$ cat src/sv/eas_pkg.sv
`timescale 1ns / 1ps
// Shared constants, command and status types for the encoder angle to scroll steps block.
// No dependencies.
package eas_pkg;

  localparam int unsigned ANGLE_BITS_DEF = 12;
  localparam int unsigned DIV_W          = 13;
  localparam int unsigned DIV_MAX        = 4096;
  localparam int unsigned STEPS_W        = 14;
  localparam int unsigned STEP_MAX       = 8191;
  localparam int unsigned STEP_MIN_MAG   = 8192;

  // The accumulator must hold a remainder of up to 4095 plus a half turn of delta.
  function automatic int unsigned eas_acc_width(input int unsigned angle_bits);
    return (angle_bits > 12) ? angle_bits + 1 : 14;
  endfunction

  typedef struct packed {
    logic capture;
    logic sum;
    logic div_step;
    logic finish;
    logic load_out;
  } eas_cmd_t;

  typedef struct packed {
    logic go;
    logic has_result;
  } eas_sts_t;

endpackage

$ cat src/sv/eas_angle_if.sv
`timescale 1ns / 1ps
// Valid/ready channel that carries one angle sample per item.
// No dependencies.
interface eas_angle_if #(
  parameter int unsigned AngleBits = 12
);
  logic                 valid;
  logic                 ready;
  logic [AngleBits-1:0] angle_sample;

  modport source (output valid, output angle_sample, input ready);
  modport sink (input valid, input angle_sample, output ready);
endinterface

$ cat src/sv/eas_steps_if.sv
`timescale 1ns / 1ps
// Valid/ready channel that carries one signed scroll step count per item.
// Depends on eas_pkg for the field width.
interface eas_steps_if
  import eas_pkg::*;
();
  logic                      valid;
  logic                      ready;
  logic signed [STEPS_W-1:0] scroll_steps;

  modport source (output valid, output scroll_steps, input ready);
  modport sink (input valid, input scroll_steps, output ready);
endinterface

$ cat src/sv/eas_ctrl.sv
`timescale 1ns / 1ps
// Controller state machine: sequences capture, sum, bit-serial divide and output load.
// Depends on eas_pkg for the command and status types.
module eas_ctrl
  import eas_pkg::*;
#(
  parameter int unsigned AccW = 14
) (
  input  logic     clk_i,
  input  logic     rst_ni,
  input  logic     in_valid_i,
  output logic     in_ready_o,
  output logic     out_valid_o,
  input  logic     out_ready_i,
  input  eas_sts_t sts_i,
  output eas_cmd_t cmd_o
);

  localparam int unsigned CntW = $clog2(AccW);

  typedef enum logic [2:0] {
    S_IDLE,
    S_SUM,
    S_DIV,
    S_FIN,
    S_EMIT
  } state_e;

  state_e          state_q;
  logic [CntW-1:0] cnt_q;
  logic            in_ready_q;
  logic            out_valid_q;
  logic            out_free;
  logic            accept;

  assign accept   = in_valid_i && in_ready_q;
  assign out_free = !out_valid_q || out_ready_i;

  always_comb begin
    cmd_o          = '0;
    cmd_o.capture  = accept;
    cmd_o.sum      = (state_q == S_SUM);
    cmd_o.div_step = (state_q == S_DIV);
    cmd_o.finish   = (state_q == S_FIN);
    cmd_o.load_out = (state_q == S_EMIT) && sts_i.has_result && out_free;
  end

  always_ff @(posedge clk_i or negedge rst_ni) begin
    if (!rst_ni) begin
      state_q     <= S_IDLE;
      cnt_q       <= '0;
      in_ready_q  <= 1'b1;
      out_valid_q <= 1'b0;
    end else begin
      if (cmd_o.load_out) begin
        out_valid_q <= 1'b1;
      end else if (out_ready_i) begin
        out_valid_q <= 1'b0;
      end
      unique case (state_q)
        S_IDLE: begin
          if (accept && sts_i.go) begin
            state_q    <= S_SUM;
            in_ready_q <= 1'b0;
          end
        end
        S_SUM: begin
          state_q <= S_DIV;
          cnt_q   <= CntW'(AccW - 1);
        end
        S_DIV: begin
          if (cnt_q == '0) begin
            state_q <= S_FIN;
          end else begin
            cnt_q <= cnt_q - 1'b1;
          end
        end
        S_FIN: begin
          state_q <= S_EMIT;
        end
        S_EMIT: begin
          if (!sts_i.has_result || out_free) begin
            state_q    <= S_IDLE;
            in_ready_q <= 1'b1;
          end
        end
        default: begin
          state_q    <= S_IDLE;
          in_ready_q <= 1'b1;
        end
      endcase
    end
  end

  assign in_ready_o  = in_ready_q;
  assign out_valid_o = out_valid_q;

endmodule

$ cat src/sv/eas_datapath.sv
`timescale 1ns / 1ps
// Datapath: angle delta wrap, remainder accumulator, radix-2 magnitude divider and result register.
// Depends on eas_pkg for constants and the command and status types.
module eas_datapath
  import eas_pkg::*;
#(
  parameter int unsigned AngleBits = ANGLE_BITS_DEF
) (
  input  logic                      clk_i,
  input  logic                      rst_ni,
  input  logic                      cfg_we_i,
  input  logic [DIV_W-1:0]          cfg_wdata_i,
  input  logic [AngleBits-1:0]      angle_i,
  input  eas_cmd_t                  cmd_i,
  output eas_sts_t                  sts_o,
  output logic signed [STEPS_W-1:0] steps_o
);

  localparam int unsigned AccW   = eas_acc_width(AngleBits);
  localparam int unsigned DeltaW = AngleBits + 1;
  localparam int unsigned WideW  = AngleBits + 2;

  logic [AngleBits-1:0]     prev_q;
  logic                     primed_q;
  logic signed [AccW-1:0]   acc_q;
  logic [DIV_W-1:0]         div_q;
  logic signed [DeltaW-1:0] delta_q;
  logic                     neg_q;
  logic [AccW-1:0]          num_q;
  logic [DIV_W-1:0]         rem_q;
  logic signed [STEPS_W-1:0] steps_q;

  logic signed [WideW-1:0]  diff;
  logic signed [WideW-1:0]  wrapped;
  logic signed [AccW-1:0]   sum;
  logic [DIV_W:0]           trial;
  logic [DIV_W:0]           trial_sub;
  logic                     trial_ge;
  logic [AccW-1:0]          rem_ext;
  logic [STEPS_W-1:0]       mag_sat;

  localparam logic signed [WideW-1:0] Half = WideW'(1) <<< (AngleBits - 1);
  localparam logic signed [WideW-1:0] Full = WideW'(1) <<< AngleBits;

  always_comb begin
    diff = WideW'($signed({2'b00, prev_q})) - WideW'($signed({2'b00, angle_i}));
    if (diff > Half) begin
      wrapped = diff - Full;
    end else if (diff < -Half) begin
      wrapped = diff + Full;
    end else begin
      wrapped = diff;
    end
  end

  assign sum       = acc_q - AccW'(delta_q);
  assign trial     = {rem_q, num_q[AccW-1]};
  assign trial_sub = trial - {1'b0, div_q};
  assign trial_ge  = (trial >= {1'b0, div_q});
  assign rem_ext   = AccW'(rem_q);

  always_comb begin
    if (neg_q) begin
      mag_sat = (num_q > AccW'(STEP_MIN_MAG)) ? STEPS_W'(STEP_MIN_MAG) : num_q[STEPS_W-1:0];
    end else begin
      mag_sat = (num_q > AccW'(STEP_MAX)) ? STEPS_W'(STEP_MAX) : num_q[STEPS_W-1:0];
    end
  end

  assign sts_o.go         = primed_q && (wrapped != '0);
  assign sts_o.has_result = (num_q != '0);

  always_ff @(posedge clk_i or negedge rst_ni) begin
    if (!rst_ni) begin
      prev_q   <= '0;
      primed_q <= 1'b0;
      acc_q    <= '0;
      div_q    <= DIV_W'(1);
    end else begin
      if (cfg_we_i) begin
        if (cfg_wdata_i == '0) begin
          div_q <= DIV_W'(1);
        end else if (cfg_wdata_i > DIV_W'(DIV_MAX)) begin
          div_q <= DIV_W'(DIV_MAX);
        end else begin
          div_q <= cfg_wdata_i;
        end
      end
      if (cmd_i.capture) begin
        prev_q   <= angle_i;
        primed_q <= 1'b1;
      end
      if (cmd_i.finish) begin
        acc_q <= neg_q ? -$signed(rem_ext) : $signed(rem_ext);
      end
    end
  end

  always_ff @(posedge clk_i) begin
    if (cmd_i.capture) begin
      delta_q <= wrapped[DeltaW-1:0];
    end
    if (cmd_i.sum) begin
      neg_q <= sum[AccW-1];
      num_q <= sum[AccW-1] ? AccW'(-sum) : AccW'(sum);
      rem_q <= '0;
    end
    if (cmd_i.div_step) begin
      num_q <= {num_q[AccW-2:0], trial_ge};
      rem_q <= trial_ge ? trial_sub[DIV_W-1:0] : trial[DIV_W-1:0];
    end
    if (cmd_i.load_out) begin
      steps_q <= neg_q ? -$signed(mag_sat) : $signed(mag_sat);
    end
  end

  assign steps_o = steps_q;

endmodule

$ cat src/sv/encoder_angle_to_scroll_steps.sv
`timescale 1ns / 1ps
// A sample that yields steps passes through the sum, divide, finish and emit states after
// acceptance; the radix-2 divider produces one quotient bit per cycle over the AccW-bit
// accumulator, and the emit state waits while the output holds an untaken result. One item
// is in work at a time; a priming sample or zero delta skips the divider and leaves the input ready.
// Reset clears the previous angle, the primed flag and the accumulator, and sets the divider to 1.
// Top level; depends on eas_pkg, eas_angle_if, eas_steps_if, eas_ctrl and eas_datapath.
module encoder_angle_to_scroll_steps
  import eas_pkg::*;
#(
  parameter int unsigned AngleBits = ANGLE_BITS_DEF
) (
  input  logic             clk_i,
  input  logic             rst_ni,
  input  logic             cfg_we_i,
  input  logic [DIV_W-1:0] cfg_wdata_i,
  eas_angle_if.sink        angle_i,
  eas_steps_if.source      steps_o
);

  localparam int unsigned AccW = eas_acc_width(AngleBits);

  eas_cmd_t cmd;
  eas_sts_t sts;

  eas_ctrl #(
    .AccW (AccW)
  ) u_ctrl (
    .clk_i       (clk_i),
    .rst_ni      (rst_ni),
    .in_valid_i  (angle_i.valid),
    .in_ready_o  (angle_i.ready),
    .out_valid_o (steps_o.valid),
    .out_ready_i (steps_o.ready),
    .sts_i       (sts),
    .cmd_o       (cmd)
  );

  eas_datapath #(
    .AngleBits (AngleBits)
  ) u_datapath (
    .clk_i       (clk_i),
    .rst_ni      (rst_ni),
    .cfg_we_i    (cfg_we_i),
    .cfg_wdata_i (cfg_wdata_i),
    .angle_i     (angle_i.angle_sample),
    .cmd_i       (cmd),
    .sts_o       (sts),
    .steps_o     (steps_o.scroll_steps)
  );

endmodule

$ cat src/flat_wrapper.sv
// flat-port wrapper written by rule: the top's interface ports become plain ports
module encoder_angle_to_scroll_steps_flat import eas_pkg::*;
#(
  parameter int unsigned AngleBits = ANGLE_BITS_DEF
)
  (clk_i, rst_ni, cfg_we_i, cfg_wdata_i, angle_i_valid, angle_i_angle_sample, angle_i_ready, steps_o_valid, steps_o_scroll_steps, steps_o_ready);
  eas_angle_if #(.AngleBits(AngleBits)) angle_i_i ();
  eas_steps_if steps_o_i ();
  input  logic clk_i;
  input  logic rst_ni;
  input  logic cfg_we_i;
  input  logic [DIV_W-1:0] cfg_wdata_i;
  input wire logic [$bits(angle_i_i.valid)-1:0] angle_i_valid;
  input wire logic [$bits(angle_i_i.angle_sample)-1:0] angle_i_angle_sample;
  output wire logic [$bits(angle_i_i.ready)-1:0] angle_i_ready;
  output wire logic [$bits(steps_o_i.valid)-1:0] steps_o_valid;
  output wire logic [$bits(steps_o_i.scroll_steps)-1:0] steps_o_scroll_steps;
  input wire logic [$bits(steps_o_i.ready)-1:0] steps_o_ready;
  assign angle_i_i.valid = angle_i_valid;
  assign angle_i_i.angle_sample = angle_i_angle_sample;
  assign angle_i_ready = angle_i_i.ready;
  assign steps_o_valid = steps_o_i.valid;
  assign steps_o_scroll_steps = steps_o_i.scroll_steps;
  assign steps_o_i.ready = steps_o_ready;
  encoder_angle_to_scroll_steps #(.AngleBits(AngleBits)) u_core (.clk_i(clk_i), .rst_ni(rst_ni), .cfg_we_i(cfg_we_i), .cfg_wdata_i(cfg_wdata_i), .angle_i(angle_i_i), .steps_o(steps_o_i));
endmodule
$ cat config.mk
export PLATFORM = sky130hd
export DESIGN_NAME = encoder_angle_to_scroll_steps_flat
export DESIGN_NICKNAME = d
export VERILOG_FILES = /design/src/sv/eas_pkg.sv /design/src/sv/eas_angle_if.sv /design/src/sv/eas_steps_if.sv /design/src/sv/eas_ctrl.sv /design/src/sv/eas_datapath.sv /design/src/sv/encoder_angle_to_scroll_steps.sv /design/src/flat_wrapper.sv
export SDC_FILE = /design/constraint.sdc
export NUM_CORES = 1
export LEC_CHECK = 0
export BUFFER_PORTS_ARGS = -buffer_cell sky130_fd_sc_hd__buf_4
export CAP_MARGIN = 25
export CELL_PAD_IN_SITES_DETAIL_PLACEMENT = 1
export CELL_PAD_IN_SITES_GLOBAL_PLACEMENT = 1
export CORE_ASPECT_RATIO = 0.7
export CORE_UTILIZATION = 45
export DETAILED_ROUTE_END_ITERATION = 8
export GPL_ROUTABILITY_DRIVEN = 0
export PLACE_DENSITY = 0.77
export SYNTH_ARGS = -nofsm -noshare
export SYNTH_HDL_FRONTEND = slang
export SYNTH_SLANG_ARGS = --single-unit
$ cat constraint.sdc
create_clock -name clk_i -period 5.1 [get_ports clk_i]
set_input_delay 1.275 -clock clk_i [delete_from_list [all_inputs] [get_ports clk_i]]
set_output_delay 1.275 -clock clk_i [all_outputs]
set_load 0.01 [all_outputs]
== After elaboration in Yosys (flattened, before gate mapping) ==
Index checks and enable logic that the tools add are counted.
Storage, ports and cells
  register bits: 104
  latch bits: 0
  memory bits (writable): 0
  memory bits (read-only): 0
  bits of input ports: 30
  word-level logic and storage cells: 83
  memories kept: 0
Operators by class
  add/sub/neg operators: 9
  $mul: 0
  div/mod/pow operators: 0
  order comparisons: 6
  eq/ne operators: 8
  shift operators: 0
  mux-type cells: 26
  bitwise logic cells: 1
  reductions and logical operators: 20
Operators with widths (number)
  2-to-1 mux 14 bit: 10
  2-to-1 mux 13 bit: 5
  > comparator 14 x 13 -> 1 bit (second input constant): 2
  negation 14 bit: 2
  nonzero test 14 bit: 2
  case mux 3 bit (5 select lines): 1
  adder 14 bit (second input constant): 1
  greater-or-equal comparator 14 x 13 -> 1 bit: 1
  > comparator 14 bit (second input constant): 1
  < comparator 14 x 12 -> 1 bit (second input constant): 1
  negation 13 -> 14 bit: 1
  subtractor 14 x 13 -> 14 bit: 1
  subtractor 14 bit (second input constant): 1
  > comparator 13 bit (second input constant): 1
  logical NOT 13 bit: 1
  subtractor 12 x 12 -> 13 bit: 1
  subtractor 13 bit: 1
  2-to-1 mux 3 bit: 3
  case mux 4 bit (2 select lines): 1
  == test 3 x 2 -> 1 bit (second input constant): 2
  != test 2 bit (second input constant): 3
  AND reduction 3 bit: 2
  logical AND 1 bit: 5
  logical NOT 4 bit: 1
  14 further kinds: 20

== Logic depth before layout (Yosys ltp) ==
Gate-level depths: netlist of the first run.
  depth after elaboration: 9
  depth in mapped cells: 13
  mapped depth without buffers: 12

== Cells and area by module ==
Synthesis of the first run repeated with hierarchy kept, for this count alone.
Second synthesis, totals
  cell total of the unflattened synthesis: 729
  area, all modules: 6947.9 um^2
Modules (own cells, without submodules)
  eas_datapath: times used 1, cells an instance 681, area an instance 6465.0 um^2
  eas_ctrl: times used 1, cells an instance 48, area an instance 483.0 um^2

== Worst setup path before layout of the first run ==
OpenSTA, ideal clock, no wires.
  path kind: input -> register
  from: input port angle_i_angle_sample[0]
  to: register u_core.u_datapath.delta_q[12] (data pin)
  arrival time: 3147 ps
  data required time: 4830 ps
  setup slack: 1684 ps
  stages: 10
  buffers on the path: 0
  cell sequence: ha_1 > fa_1 > nor2b_1 > o2111ai_1 > nand3_1 > nand2_1 > xnor2_1 > nor4b_1 > nor4b_1 > a21oi_1
On the way
  word-level cells in the longest chain between the ends: 4
  elaborated cells between the ends (all ways): 7
  classes of those cells: 3 x add/sub; 2 x order compare; 2 x mux
RTL lines
  from (decl): RTL line flat_wrapper.sv:14  | input wire logic [$bits(angle_i_i.angle_sample)-1:0] angle_i_angle_sample;
  subtractor 12 x 12 -> 13 bit (*): RTL line eas_datapath.sv:46  | diff = WideW'($signed({2'b00, prev_q})) - WideW'($signed({2'b00, angle_i}));
  via u_core.u_datapath.diff[8]: RTL line eas_datapath.sv:33  | logic signed [WideW-1:0] diff;
  adder 14 bit / < comparator 14 x 12 -> 1 bit (equally long branches): RTL line eas_datapath.sv:50, eas_datapath.sv:49
  2-to-1 mux 14 bit: RTL line eas_datapath.sv:49  | end else if (diff < -Half) begin
  2-to-1 mux 14 bit (*): RTL line eas_datapath.sv:47  | if (diff > Half) begin
  via u_core.u_datapath.wrapped[12]: RTL line eas_datapath.sv:34  | logic signed [WideW-1:0] wrapped;
  to (signal assigned): RTL line eas_datapath.sv:101  | delta_q <= wrapped[DeltaW-1:0];
  to (decl): RTL line eas_datapath.sv:27  | logic signed [DeltaW-1:0] delta_q;
The timed path passes the listed nets; every way through them passes the cells marked *.
A chain may end at the register's enable or synchronous reset.

== Worst setup path after layout of the first run ==
  from: register u_core.u_datapath.num_q[13]
  to: register u_core.u_datapath.rem_q[6] (data pin)
On the way
  word-level cells in the longest chain between the ends: 3
  elaborated cells between the ends (all ways): 4
  classes of those cells: 1 x add/sub; 1 x order compare; 2 x mux
RTL lines
  from (decl): RTL line eas_datapath.sv:29  | logic [AccW-1:0] num_q;
  from (signal assigned): RTL line eas_datapath.sv:105  | num_q <= sum[AccW-1] ? AccW'(-sum) : AccW'(sum);
  from (signal assigned): RTL line eas_datapath.sv:109  | num_q <= {num_q[AccW-2:0], trial_ge};
  subtractor 13 bit / greater-or-equal comparator 14 x 13 -> 1 bit (equally long branches): RTL line eas_datapath.sv:58, eas_datapath.sv:59
  2-to-1 mux 13 bit (*): RTL line eas_datapath.sv:110  | rem_q <= trial_ge ? trial_sub[DIV_W-1:0] : trial[DIV_W-1:0];
  2-to-1 mux 13 bit (*): RTL line eas_datapath.sv:108  | if (cmd_i.div_step) begin
  to (signal assigned): RTL line eas_datapath.sv:110
  to (decl): RTL line eas_datapath.sv:30  | logic [DIV_W-1:0] rem_q;
Mark *: on every way between the ends. The rest lies on a longest branch, timed or not.

==> summary.txt, run 1 <==
Clocking
  – CTS Buf Count: 9
  – CTS H-tree lvls: 3
  – Setup Fix Bufs, Post-CTS: 0
  – Num Clock Sinks: 104
  – CTS Buffer Depth: 2
  – CTS tree: yes
  – Post-cts resize count: 0
  – Clock transition at path regs: 0.07 ns
  – CTS Root Buffer Type: clkbuf_16
  – Worst skew pair latency: 0.37 ns
  – CTS Hold Bufs: 0

STA
  – Fin. max-slew vios: 0
  – Final worst path period share: 72.1%
  – RSZ-0062 raised after global routing: no
  – # setup viols final: 0
  – Setup_tns: 0 ns
  – Final hold vios: 0
  – Fin Clk Skew: 0.00773 ns
  – Fmax: 272 MHz
  – Tmin final: 3.68 ns
  – Worst-case headroom to the max-slew limit: 31.9%
  – Least-Margin Pin Slew: 1.02 ns

Global routing
  – Overflow after GRT: 0
  – Vias in the first global route: 5784
  – Global-route wire length before repair: 29.8 mm
  – GRT Total Usage: 24.3%
  – Largest net degree at the start of global routing: 50
  – Initial antenna violation count: 1

Hold path
  – Hold WC Path Type: flip-flop to flip-flop
  – Hold_sp: u_core.u_datapath.primed_q
  – Hold path cells: 1

Worst setup path
  – Slowest stage delay, CP: 0.51 ns
  – Worst EP required: 5.21 ns
  – Arrival time at the worst endpoint: 3.79 ns
  – R2r startpoint: u_core.u_datapath.num_q[13]
  – Maximum fanout along the worst path: 20
  – Crit start category: flip-flop
  – CP Capture Type: flip-flop
  – RR Endpoint: u_core.u_datapath.rem_q[6]
  – Crit path cell chain: buf_4 -> clkinv_1 -> ha_1 -> fa_1 -> nor2b_1 -> o21ai_1 -> a21oi_1 -> o41ai_1 -> a21oi_1 -> o32ai_2 -> buf_4 -> mux2i_1 -> nor2_1
  – Setup crit start: u_core.u_datapath.num_q[13]
  – CP endpoint: u_core.u_datapath.rem_q[6]
  – Worst reg-to-reg setup slack: 1.42 ns
  – Crit-path slowest cell: o41ai_1
  – R2R cell count: 13
  – CP Class: flip-flop to flip-flop

Floorplan
  – Starting Density: 46.5%
  – Core Region: 14800 µm²
  – Die Ht: 106 µm
  – DIE WIDTH: 150 µm
  – Die area: 15800 µm²
  – Io pins: 46
  – Core Rows: 37

Logic synthesis
  – Syn Nets: 827
  – Simple-Gate Fraction of Synth Area: 18.3%
  – Post-Syn Instances: 752
  – Largest family of logic cells by synthesized area: compound AO/OA/AOI/OAI gates
  – Distinct cell type count after synthesis: 70
  – Area of the mapped netlist: 6890 µm²
  – Async SR Flop Fraction: 47.1%
  – Synth Area in Compound Gates: 18.9%
  – Number of synthesized flops with an enable pin: 55
  – #FFs+latches synth: 104
  – Mux contribution to synthesized area: 2.03%
  – Adder-cell area share of the yosys netlist: 8.50%
  – Syn_area_per_cell: 9.16 µm²
  – XOR/XNOR share of the synthesized area: 5.09%
  – Register area share after synthesis: 41.8%
  – Top FF cell, synth: edfxtp_1
  – Total number of yosys warnings: 0

Finish
  – Diode count: 0
  – Area growth syn-to-layout: 11.7%
  – Most used cells in the layout excluding fill and tap cells: nand2_1 (82), inv_1 (63), o21ai_0 (57)
  – Layout cells sized above 1: 10.5%
  – Most common cell after layout, fill and taps aside: nand2_1
  – Final Net Count: 863
  – Finished Layout Cells: 988

Place
  – Placed cells: 972
  – Post-DP HPWL: 13.7 mm
  – I/O Buffers: 45

Job
  – Max-cap violations: 0

Detailed routing
  – Avg Vias per Cell: 5.84
  – DRT Pass-1 Iters: 6
  – 1st-iter DRT viols: 328
  – Routed WL: 18.0 mm
  – Wire length per cell: 18.2 µm
  – DRC violations left: 0
  – Vias: 5769
  – Remaining antenna violation count: 0

Power and ir drop
  – IR drop worst, VDD: 297 µV
  – Pwr Density: 777 nW/µm²
  – Overall Power: 0.00598 W
  – Leak: 3.25 nW

Outcome
  – Status: completed
synthesized netlist by cell type (11+ instances only):
cell	count	area, µm²
a21oi_1	40	200
nor2_1	51	191
xnor2_1	17	149
nor2b_1	12	75.1
dfrtp_1	47	1180
mux2i_1	14	140
nand3_1	16	80.1
ha_1	42	526
o21ai_0	57	285
nor3_1	22	110
nand2_1	82	308
clkbuf_1	22	82.6
xor2_1	23	201
inv_1	63	236
edfxtp_1	55	1650
o21ai_1	14	70.1
o31ai_1	12	90.1
a31oi_1	12	75.1
nor4_1	11	68.8
metrics by stage:
step / setup WS [ns] / area [µm²] / utilization [%] / hold WS (ns)
after global placement: 1.28 / 7390 / 49.9 / 0.452
final: 1.42 / 7690 / 51.9 / 0.481
after floorplan: 1.68 / 6890 / - / 0.435
after detailed placement: 1.16 / 7410 / 50.1 / 0.460
after CTS: 1.45 / 7690 / 51.9 / 0.480
after global routing: 1.11 / 7690 / 51.9 / 0.509
flip-flops by register name, indices dropped and copies added, names as in the netlist, 3 cells and up:
name / cells
u_core.u_datapath.acc_q: 14
u_core.u_datapath.steps_o: 14
u_core.u_ctrl.cnt_q: 4
u_core.u_datapath.prev_q: 12
u_core.u_datapath.div_q: 13
u_core.u_datapath.num_q: 14
u_core.u_ctrl.state_q: 3
u_core.u_datapath.delta_q: 13
u_core.u_datapath.rem_q: 13
layout make-up:
| class | instances | area, µm² |
|---|---|---|
| fill | 1759 | 7120 |
| clock buffer | 13 | 262 |
| clock inverter | 3 | 16.3 |
| tap | 195 | 244 |
| sequential | 104 | 2880 |
| timing repair buffer | 52 | 410 |
| inverter | 65 | 244 |
| multi-input combinational | 556 | 3640 |
cells by family (layout without fill, tap and decap cells):
group                      Yosys count  in the layout
AOI/OAI and AO/OA                  202            202
xor gates and xnor gates            40             40
adders and majority gates           45             45
buffers and inverters               92            133
DFF                                104            104
muxes                               14             14
and+or+nand+nor                    255            255
per-layer routing:
layer,part of all wire (%),wire (µm),up-vias,track usage (%)
met3,3.4,610,24,5.02
met5,0.072,13,-,0
met4,1.5,278,2,7.86
met2,46,8230,99,38.5
met1,49,8880,2854,33.3
li1,-,-,2790,-
worst min-delay path by stage:
stage | endpoint | slack, ns
4_1_cts | u_core.u_datapath.primed_q | 0.48
6_report | u_core.u_datapath.primed_q | 0.48
5_1_grt | u_core.u_datapath.prev_q[4] | 0.51
2_1_floorplan | u_core.u_datapath.primed_q | 0.43
3_3_place_gp | u_core.u_datapath.primed_q | 0.45
3_5_place_dp | u_core.u_datapath.primed_q | 0.46
critical path, delay by kind of cell (launching register included):
kind | cells | cell delay, ns
AO/OA/AOI/OAI | 5 | 1.54
multiplexers | 1 | 0.22
flip-flops | 1 | 0.36
AND/OR/NAND/NOR | 2 | 0.11
adder cells (fa/ha/maj) | 2 | 0.45
buffers and inverters | 3 | 0.72
report_power, final:
part | internal (W) | total, W | switching, W
Clock | 0.000360 | 0.000681 | 0.000321
Sequential | 0.00141 | 0.00174 | 0.000331
Combinational | 0.00143 | 0.00356 | 0.00213
(Power assumes the default switching activity.)
==> inputs of run 2 (changes only) <==
- CORE_UTILIZATION: 45 -> 43
- clock period: 5.1 -> 3.3 ns (I/O delays scaled with it)
==> run 2 against run 1 <==
Compared with the run above:
- maximum frequency grew 16%
- largest cell class unchanged
- clock power up 70%
- critical path depth unchanged
- clock-buffer cell count down 1
- wire length rose by 2.1%
- flip-flop and latch count unchanged
==> summary.txt, run 2 (synthesized netlist as in run 1, its figures left out) <==
Floorplan
  – Core Region: 15600 µm² (+5.3%)
  – Io pins: 46 (unchanged)
  – DIE WIDTH: 153 µm (+2.3%)
  – Die area: 16500 µm² (+4.6%)
  – Die Ht: 108 µm (+2.3%)
  – Starting Density: 44.2% (-2.3 points)
  – Core Rows: 38 (+2.7%)

Worst setup path
  – Arrival time at the worst endpoint: 3.40 ns (-0.39 ns)
  – Crit path cell chain: inv_1 -> ha_1 -> inv_1 -> fa_1 -> a211oi_2 -> o21ai_1 -> a31oi_2 -> o211ai_1 -> a211oi_2 -> buf_4 -> nor3_1 -> or4_1 -> nand3_1
  – Delay-heaviest family, CP: compound AO/OA/AOI/OAI gates
  – Buf/Inv on CP: 3 (unchanged)
  – Crit-path slowest cell: fa_1
  – Maximum fanout along the worst path: 5 (-75%)
  – Crit start category: flip-flop
  – Worst EP required: 3.52 ns (-1.69 ns)
  – Slowest stage delay, CP: 0.44 ns (-0.07 ns)
  – CP Class: flip-flop to flip-flop
  – CP Capture Type: flip-flop

Detailed routing
  – DRC violations left: 0 (unchanged)
  – DRT Pass-1 Iters: 5 (-1)
  – Wire length per cell: 18.4 µm (+0.74%)
  – Routed WL: 18.4 mm (+2.1%)
  – Remaining antenna violation count: 0 (unchanged)
  – Avg Vias per Cell: 5.73 (-1.9%)
  – Vias: 5733 (-0.62%)
  – 1st-iter DRT viols: 269 (-18%)

Finish
  – Area growth syn-to-layout: 13.4%
  – Post-Route Utilization: 50.1% (-1.9 points)
  – Most used cells in the layout excluding fill and tap cells: nand2_1 (82), inv_1 (63), buf_4 (60)
  – Layout cells sized above 1: 12.2% (+1.8 points)
  – Final Net Count: 871 (+0.93%)
  – Diode count: 0 (unchanged)
  – Most common cell after layout, fill and taps aside: nand2_1

Hold path
  – Hold WC Path Type: flip-flop to flip-flop

Power and ir drop
  – Leak: 3.31 nW (+1.7%)
  – IR drop worst, VDD: 840 µV (+180%)
  – Overall Power: 0.00951 W (+59%)
  – Pwr Density: 1220 nW/µm² (+57%)

Outcome
  – Status: completed

Global routing
  – Initial antenna violation count: 0 (-1)
  – Overflow after GRT: 0 (unchanged)
  – Vias in the first global route: 5994 (+3.6%)
  – GRT Total Usage: 23.6% (-0.72 points)
  – Global-route wire length before repair: 30.7 mm (+3.0%)
  – Largest net degree at the start of global routing: 50 (unchanged)

Job
  – Max-cap violations: 0 (unchanged)

STA
  – RSZ-0062 raised after global routing: yes
  – Fin. max-slew vios: 0 (unchanged)
  – Final worst path period share: 96.3% (+24 points)
  – Final hold vios: 0 (unchanged)
  – # setup viols final: 0 (unchanged)
  – Fin Clk Skew: 0.00709 ns (-0.000640 ns)
  – Fmax: 315 MHz (+16%)
  – Worst hold margin: 0.476 ns (-0.00523 ns)
  – Least-Margin Pin Slew: 0.946 ns (-0.0749 ns)
  – Worst-case headroom to the max-slew limit: 36.7% (+4.8 points)
  – Tmin final: 3.18 ns (-0.499 ns)

Clocking
  – CTS Root Buffer Type: clkbuf_16
  – CTS Buffer Depth: 2 (unchanged)
  – CTS Hold Bufs: 0 (unchanged)
  – Worst skew pair latency: 0.35 ns (-0.02 ns)
  – CTS H-tree lvls: 3 (unchanged)
  – CTS Buf Count: 9 (unchanged)
  – Num Clock Sinks: 104 (unchanged)
  – Clock transition at path regs: 0.07 ns (about the same)
  – CTS tree: yes

Place
  – I/O Buffers: 45 (unchanged)
  – Post-DP HPWL: 13.8 mm (+0.78%)
## run 2: cell count changes in the layout (fill, tap and decap cells not counted), moves of 2 or more
cell / before / now
clkinv_1: 3 / 1
buf_4: 51 / 60
clkinv_2: 0 / 2
bufinv_16: 0 / 2
## run 2: layout make-up
class,instances,area [µm²]
Tap cell,200,250
Clock buffer,12,236
Clock inverter,4,70.1
Sequential cell,104,2880
Timing Repair Buffer,60,450
Inverter,65,244
Fill cell,1813,7790
Multi-Input combinational cell,556,3670
## run 2: path summary, 6_finish.rpt
check | startpoint | end | slack [ns] | cells past startpoint
max reg2reg | u_core.u_datapath.acc_q[0] | u_core.u_datapath.num_q[11] | 0.12 | 13
max | u_core.u_datapath.acc_q[0] | u_core.u_datapath.num_q[11] | 0.12 | 13
min reg2reg | u_core.u_datapath.primed_q | u_core.u_datapath.primed_q | 0.48 | 1
min in group asynchronous | rst_ni | u_core.u_datapath.prev_q[10] | 0.50 | 1
min | u_core.u_datapath.primed_q | u_core.u_datapath.primed_q | 0.48 | 1
max in group asynchronous | rst_ni | u_core.u_datapath.acc_q[6] | 2.32 | 1
## run 2: stage by stage
step	std cells	worst slack [ns]	TNS [ns]	area, µm²
2_1_floorplan	752	0.302	0	6890
3_3_place_gp	984	-0.0468	-0.0468	7450
3_5_place_dp	984	-0.0980	-0.0980	7450
4_1_cts	1000	0.0475	0	7760
5_1_grt	1001	-0.0465	-0.0920	7810
6_report	1001	0.123	0	7810
## run 2: metal layers
metal	GRT usage [%]	share of wire (%)
met1	31.9	49
met2	38.8	46
met3	4.75	3.6
met4	5.99	1.3
met5	0	0
## run 2: worst reg2reg max path, stage by stage (launching register included)
cell      delay, ns
dfrtp_1        0.39
inv_1          0.06
ha_1           0.17
inv_1          0.06
fa_1           0.44
a211oi_2       0.28
o21ai_1        0.14
a31oi_2        0.34
o211ai_1       0.20
a211oi_2       0.23
buf_4          0.18
nor3_1         0.07
or4_1          0.40
nand3_1        0.09
## run 2: what timing repair did
action,4_1_cts,5_1_grt
endpoints found under the setup margin,0,15
buffers inserted,0,1
gates resized for setup,0,6
## run 2: where the power goes
| group | internal [W] | switching, W | leakage (nW) |
|---|---|---|---|
| combinational | 0.00229 | 0.00343 | 2.04 |
| sequential | 0.00218 | 0.000466 | 1.12 |
| clock | 0.000665 | 0.000494 | 0.151 |
